### src/hdl/scr_pkg.sv
// Shared types and constants for the sphere collision response pipeline.
// No dependencies; every other file in hdl/ refers to it by scoped names.
`default_nettype none

package scr_pkg;

   localparam int unsigned AXES       = 3;
   localparam int unsigned WORD_W     = 32;
   localparam int unsigned CSR_W      = 16;
   localparam int unsigned FLAG_W     = 4;
   localparam int unsigned DIFF_W     = WORD_W + 1;
   localparam int unsigned FACTOR_W   = 17;
   localparam int unsigned KM_W       = FACTOR_W + WORD_W;
   localparam int unsigned NORM_STEPS = 5;
   localparam int unsigned ROOT_IN_W  = 2 * WORD_W;
   localparam int unsigned UNIT_FRAC  = 28;
   localparam int unsigned FACT_SHIFT = 13;
   localparam int unsigned NUM_W      = KM_W + FACT_SHIFT;
   localparam int unsigned DEN_W      = WORD_W + 1;
   localparam int unsigned QUO_W      = 30;
   localparam int unsigned UM_W       = UNIT_FRAC + 1;
   localparam int unsigned DIV_LANES  = AXES + 2;
   localparam int unsigned LANE_FA    = AXES;
   localparam int unsigned LANE_FB    = AXES + 1;
   localparam int unsigned PROD_W     = DIFF_W + UM_W + 1;
   localparam int unsigned DM_W       = PROD_W - 2;
   localparam int unsigned T_SHIFT    = 40;
   localparam int unsigned D_SHIFT    = 44;

   localparam int unsigned FLAG_OVL_A  = 0;
   localparam int unsigned FLAG_OVL_B  = 1;
   localparam int unsigned FLAG_TRIG_A = 2;
   localparam int unsigned FLAG_TRIG_B = 3;

   localparam logic [FACTOR_W-1:0] ONE_Q15           = FACTOR_W'(32768);
   localparam logic [CSR_W-1:0]    RESTITUTION_RESET = CSR_W'(32768);

   typedef struct packed {
      logic        [WORD_W-1:0] mass_a;
      logic        [WORD_W-1:0] mass_b;
      logic signed [WORD_W-1:0] vel_a_x;
      logic signed [WORD_W-1:0] vel_a_y;
      logic signed [WORD_W-1:0] vel_a_z;
      logic signed [WORD_W-1:0] vel_b_x;
      logic signed [WORD_W-1:0] vel_b_y;
      logic signed [WORD_W-1:0] vel_b_z;
      logic signed [WORD_W-1:0] offset_x;
      logic signed [WORD_W-1:0] offset_y;
      logic signed [WORD_W-1:0] offset_z;
      logic        [FLAG_W-1:0] pair_flags;
   } scr_req_type;

   typedef struct packed {
      logic signed [WORD_W-1:0] new_vel_a_x;
      logic signed [WORD_W-1:0] new_vel_a_y;
      logic signed [WORD_W-1:0] new_vel_a_z;
      logic signed [WORD_W-1:0] new_vel_b_x;
      logic signed [WORD_W-1:0] new_vel_b_y;
      logic signed [WORD_W-1:0] new_vel_b_z;
      logic                     responded;
      logic                     degenerate;
      logic                     notice_a_trigger;
      logic                     notice_b_trigger;
   } scr_rsp_type;

   typedef struct packed {
      logic [AXES-1:0][WORD_W-1:0] va;
      logic [AXES-1:0][WORD_W-1:0] vb;
      logic [AXES-1:0][DIFF_W-1:0] diff;
      logic [AXES-1:0]             cneg;
      logic                        apply;
      logic                        degen;
      logic                        notice_a;
      logic                        notice_b;
   } scr_base_type;

   typedef struct packed {
      scr_base_type                base;
      logic [AXES-1:0][WORD_W-1:0] cms;
      logic [DEN_W-1:0]            total;
      logic [KM_W-1:0]             km_a;
      logic [KM_W-1:0]             km_b;
   } scr_root_side_type;

endpackage

`default_nettype wire

### src/hdl/scr_sqrt_pipe.sv
// Pipelined integer square root, one result bit per stage, with side data.
// Depends on scr_pkg for default widths.
`default_nettype none

module scr_sqrt_pipe #(
   parameter int unsigned IN_W   = scr_pkg::ROOT_IN_W,
   parameter int unsigned SIDE_W = 1
) (
   input  wire logic                clock,
   input  wire logic                reset,
   input  wire logic                in_valid,
   input  wire logic [IN_W-1:0]     in_radicand,
   input  wire logic [SIDE_W-1:0]   in_side,
   output logic                     out_valid,
   output logic [IN_W/2-1:0]        out_root,
   output logic [SIDE_W-1:0]        out_side
);

   localparam int unsigned STEPS = IN_W / 2;
   localparam logic [IN_W-1:0] ROOT_ONE = IN_W'(1);

   logic              valid_ff [STEPS];
   logic [IN_W-1:0]   rem_ff   [STEPS];
   logic [IN_W-1:0]   root_ff  [STEPS];
   logic [SIDE_W-1:0] side_ff  [STEPS];

   logic              src_valid [STEPS];
   logic [IN_W-1:0]   src_rem   [STEPS];
   logic [IN_W-1:0]   src_root  [STEPS];
   logic [SIDE_W-1:0] src_side  [STEPS];
   logic [IN_W-1:0]   rem_in    [STEPS];
   logic [IN_W-1:0]   root_in   [STEPS];

   always_comb begin
      logic [IN_W-1:0] bitv;
      logic [IN_W-1:0] trial;
      src_valid[0] = in_valid;
      src_rem[0]   = in_radicand;
      src_root[0]  = '0;
      src_side[0]  = in_side;
      for (int k = 1; k < STEPS; k++) begin
         src_valid[k] = valid_ff[k-1];
         src_rem[k]   = rem_ff[k-1];
         src_root[k]  = root_ff[k-1];
         src_side[k]  = side_ff[k-1];
      end
      for (int k = 0; k < STEPS; k++) begin
         bitv  = ROOT_ONE << (IN_W - 2 - 2 * k);
         trial = src_root[k] + bitv;
         if (src_rem[k] >= trial) begin
            rem_in[k]  = src_rem[k] - trial;
            root_in[k] = (src_root[k] >> 1) + bitv;
         end else begin
            rem_in[k]  = src_rem[k];
            root_in[k] = src_root[k] >> 1;
         end
      end
   end

   always_ff @(posedge clock) begin
      for (int k = 0; k < STEPS; k++) begin
         if (reset) begin
            valid_ff[k] <= 1'b0;
         end else begin
            valid_ff[k] <= src_valid[k];
         end
         rem_ff[k]  <= rem_in[k];
         root_ff[k] <= root_in[k];
         side_ff[k] <= src_side[k];
      end
   end

   assign out_valid = valid_ff[STEPS-1];
   assign out_root  = root_ff[STEPS-1][IN_W/2-1:0];
   assign out_side  = side_ff[STEPS-1];

endmodule

`default_nettype wire

### config.mk
export PLATFORM = sky130hd
export DESIGN_NAME = scr_sqrt_pipe
export DESIGN_NICKNAME = d
export VERILOG_FILES = /design/src/hdl/scr_pkg.sv /design/src/hdl/scr_sqrt_pipe.sv
export SDC_FILE = /design/constraint.sdc
export NUM_CORES = 2
export LEC_CHECK = 0
export BUFFER_PORTS_ARGS = -buffer_cell sky130_fd_sc_hd__buf_2
export CORE_ASPECT_RATIO = 2
export CORE_MARGIN = 3
export CORE_UTILIZATION = 63
export DETAILED_ROUTE_END_ITERATION = 8
export PLACE_DENSITY = 0.77
export SLEW_MARGIN = 30
export SYNTH_ARGS = -nofsm -noshare
export SYNTH_HDL_FRONTEND = slang
export SYNTH_MEMORY_MAX_BITS = 65536
export SYNTH_SLANG_ARGS = --single-unit
### constraint.sdc
create_clock -name clock -period 4 [get_ports clock]
set_clock_uncertainty 0.15 [all_clocks]
set_input_delay 0.6 -clock clock [delete_from_list [all_inputs] [get_ports clock]]
set_output_delay 0.6 -clock clock [all_outputs]
set_load 0.02 [all_outputs]
==> metrics.md <==
| Metric | Value |
|---|---|
| Port Buffers | 101 |
| Status | finished, violations left |
| Area delta synth->final | 14.68% |
| Post-DP HPWL | 232.6 mm |
| Final non-filler cell area | 112600 sq um |
| Post-synth EDFFs | 0 |
| Area of the multi-input gates | 43770 sq um |
| Final Non-Filler Cells | 12.69k |
| Die X-Extent | 285.2 microns |
| Tot GR Track Use | 37.34% |
| Post-synthesis cell area | 98210 sq um |
| # DRC | 0 |
| Wire length of the first global-routing pass | 453.0 mm |
| Core Box Area | 154700 sq um |
| Layout cells sized above 1 | 11.08% |
| Crit Path Class | flop to flop |
| WP data required | 4.57 ns |
| Synth top area cells | dfxtp_1 (53%), ha_1 (7.1%), xnor2_1 (4.2%), xor2_1 (3.8%), a21oi_1 (3.3%) |
| Yosys reg bits | 2576 |
| Max FO, Critical Path | 5 |
| CTS Sinks | 2576 |
| Die area | 160900 sq um |
| Measured slew at the worst slew-check pin | 1.073 ns |
| Vias per std cell | 6.007 |
| Starting Density | 63.49% |
| Initial antenna violation count | 19 |
| Syn_nets | 10.50k |
| Critical Path AT | 5.17 ns |
| Worst setup SP type | flop |
| Peak VDD IR | 0.0006129 V |
| FP Rows | 204 |
| Number of fill cells in the layout | 10.88k |
| Mean area per synthesized cell | 9.949 sq um |
| Top cell type's share of synthesized area | 52.51% |
| Vias | 76.22k |
| Placed cell areas | 103700 sq um |
| Hold Vio Cnt, Final | 0 |
| TritonCTS clock tree | done |
| Cells after Synth | 9871 |
| Yosys warnings | 0 |
| Sequential element share of the synthesized area | 52.51% |
| Io pins | 102 |
| Total wire length | 306.2 mm |
| Register clock-pin slew on the reported worst setup and hold paths | 0.07 ns |
| Gp weighted congestion | 1.009 |
| Fin. max-slew vios | 0 |
| Leakage | 51.75 nW |
| Final setup viols | 53 |
| GR Overflow Total | 0 |
| Drt wl/cell | 24.13 microns |
| Crit end category | flop |
| Failing checks | setup timing |
| Fmax | 217.5 MHz |
| Drt pass-1 iters | 5 |
| Post-route minimum period | 4.599 ns |
| CTS Buf Count | 209 |
| Top FF cell, synth | dfxtp_1 |
| Deepest clock path buffer count | 4 |
| Pin count of the biggest net entering global routing | 64 |
| Remaining antenna violation count | 0 |
| Die Span Y | 564.4 microns |
| Initial DRC count | 3695 |
| Total of max-cap violations | 0 |
| Library cells used by synthesis | 110 |
| Hold Path Class | input pin to flop |
| CTS Root Cell | clkbuf_16 |
| Leading area contributor after synthesis | dfxtp_1 |
| CTS H-tree lvls | 4 |
| Final WS setup | -0.5985 ns |
| Unrepaired setup endpoints after global routing | true |
| R2r setup slk | -0.60 ns |
| Clock latency on the worst-skew pair | 0.91 ns |
| Slew HR | 27.83% |
| Nets | 11.08k |
| Vias in the first global route | 81.94k |
| Fin crit share | 115.0% |
| Placed insts | 12.22k |
| Pwr Density | 707.8 nW/um^2 |
| Async S/R FF share, synth | 0% |
| Total area of sequential cells | 51570 sq um |
state kept, by name (all words and copies together), names as in the netlist:
name,count
root_ff,528
valid_ff,32
side_ff,32
rem_ff,1984
cell usage after synthesis, types with 20 or more instances:
cell type,count
nor3_1,275
mux2_2,95
nand4b_1,25
and2_1,29
dfxtp_1,2576
nand2_1,594
nand4_1,178
nor4_1,341
or4_1,68
inv_1,685
nand2b_1,103
a211oi_1,52
clkbuf_1,151
or3_1,98
a2111oi_0,22
a21o_1,236
buf_2,32
nor4b_1,46
o21bai_1,49
a21boi_0,34
buf_4,35
o211ai_1,41
o21ai_0,429
and3_1,40
a21oi_1,649
xnor2_1,471
xor2_1,421
nor3b_1,20
o21a_1,122
a31oi_1,47
nand3b_1,33
or2_2,36
nor2_1,690
ha_1,558
o31ai_1,31
nand3_1,163
nor2b_1,100
per-layer routing:
layer  wire length, microns  vias up  global-route usage [%]  part of all wire [%]
li1                       -    35610                       -                     -
met2                 170500     2741                   75.52                    56
met3                  13660     1936                   7.640                   4.5
met1                  74180    35930                   22.81                    24
met5                     73        -                       0                 0.024
met4                  47780       12                   47.39                    16
cell usage in the layout (no fill, tap or decap), types with 28 or more instances in the layout:
cell type      netlist  layout
a21oi_1            649     645
or4_1               68      67
nand3_1            163     159
xor2_1             421     420
o21a_1             122     121
a21o_1             236     236
buf_2               32     101
dfxtp_1           2576    2575
nand2_1            594     589
ha_1               558     553
a31oi_1             47      44
nand4_1            178     178
nor4_1             341     312
nor2_1             690     685
and3_1              40      39
nand3b_1            33      33
nor3_1             275     269
nand2b_1           103     103
bufinv_16            0      28
o211ai_1            41      41
nor4b_1             46      45
inv_1              685     684
xnor2_1            471     469
or2_2               36      36
clkbuf_16            0     213
and2_1              29      28
a21boi_0            34      34
o31ai_1             31      31
or3_1               98      95
dlygate4sd3_1        0      66
clkbuf_8             0      41
o21bai_1            49      48
o21ai_0            429     415
mux2_2              95      94
buf_4               35     409
a211oi_1            52      50
nor2b_1            100      99
clkinv_2             0      32
path summary, 6_finish.rpt:
check / start / end / cells past startpoint
setup reg to reg: rem_ff[1][620]$_DFF_P_ / rem_ff[1][700]$_DFF_P_ / 13
hold reg to reg: rem_ff[0][706]$_DFF_P_ / rem_ff[0][770]$_DFF_P_ / 0
hold / removal: reset / valid_ff[1][14]$_SDFF_PP0_ / 2
setup / recovery: rem_ff[1][620]$_DFF_P_ / rem_ff[1][700]$_DFF_P_ / 13
worst max-delay path, cell delays in order, from the launching register on:
cell and delay [ns]:
dfxtp_1 0.40, nor4_2 0.38, nand2_2 0.12, buf_12 0.18
nor4_4 0.68, nand4_1 0.79, nand4b_1 0.37, buf_6 0.18
a311oi_4 0.08, buf_6 0.20, a311oi_4 0.43, buf_6 0.21
nand4_1 0.11, xnor2_1 0.16
report_power, final:
| group | switching (mW) | total [mW] | internal [mW] |
|---|---|---|---|
| sequential | 4.85 | 36.2 | 31.3 |
| clock | 9.52 | 21.8 | 12.3 |
| combinational | 12.5 | 21.7 | 9.28 |
| total | 26.8 | 79.7 | 52.9 |
logic make-up after synthesis:
kind of cell             share of synthesized area, %
AO/OA/AOI/OAI                                   12.15
XOR/XNOR                                        7.955
adder cells (fa/ha/maj)                         7.109
buffers and inverters                           3.750
flip-flops                                      52.51
multiplexers                                    1.203
AND/OR/NAND/NOR                                 15.32
stage by stage:
stage	setup TNS, ns	setup WS (ns)	utilization (%)	total power, mW	hold WS [ns]
after floorplan	0	0.6941	-	49.72	0.1596
after global placement	-233.44	-1.843	67.03	56.55	0.1595
after detailed placement	-45.18	-1.374	67.07	57.22	0.1628
after CTS	-0.1133	-0.07634	72.31	78.87	0.07720
after global routing	-14.69	-0.5972	72.80	83.13	0.1409
final	-13.43	-0.5985	72.81	79.72	0.08508
cell type report:
type / count / area share, %
inverter: 689 / 2.306
clock buffer: 278 / 5.276
clock inverter: 91 / 1.149
multi-input combinational: 6368 / 38.86
tap: 2060 / 2.289
sequential: 2576 / 45.79
antenna: 17 / 0.03777
timing repair buffer: 610 / 4.288
timing repair:
item / 4_1_cts / 5_1_grt
setup endpoints to repair: 169 / 199
setup buffers: 5 / 6
hold buffers: 66 / 0
cloned: 0 / 3
endpoints found under the hold margin: 67 / 0
gates resized for setup: 32 / 130
pin swaps: 16 / 35
No activity file was read; power rests on OpenSTA's default activity.
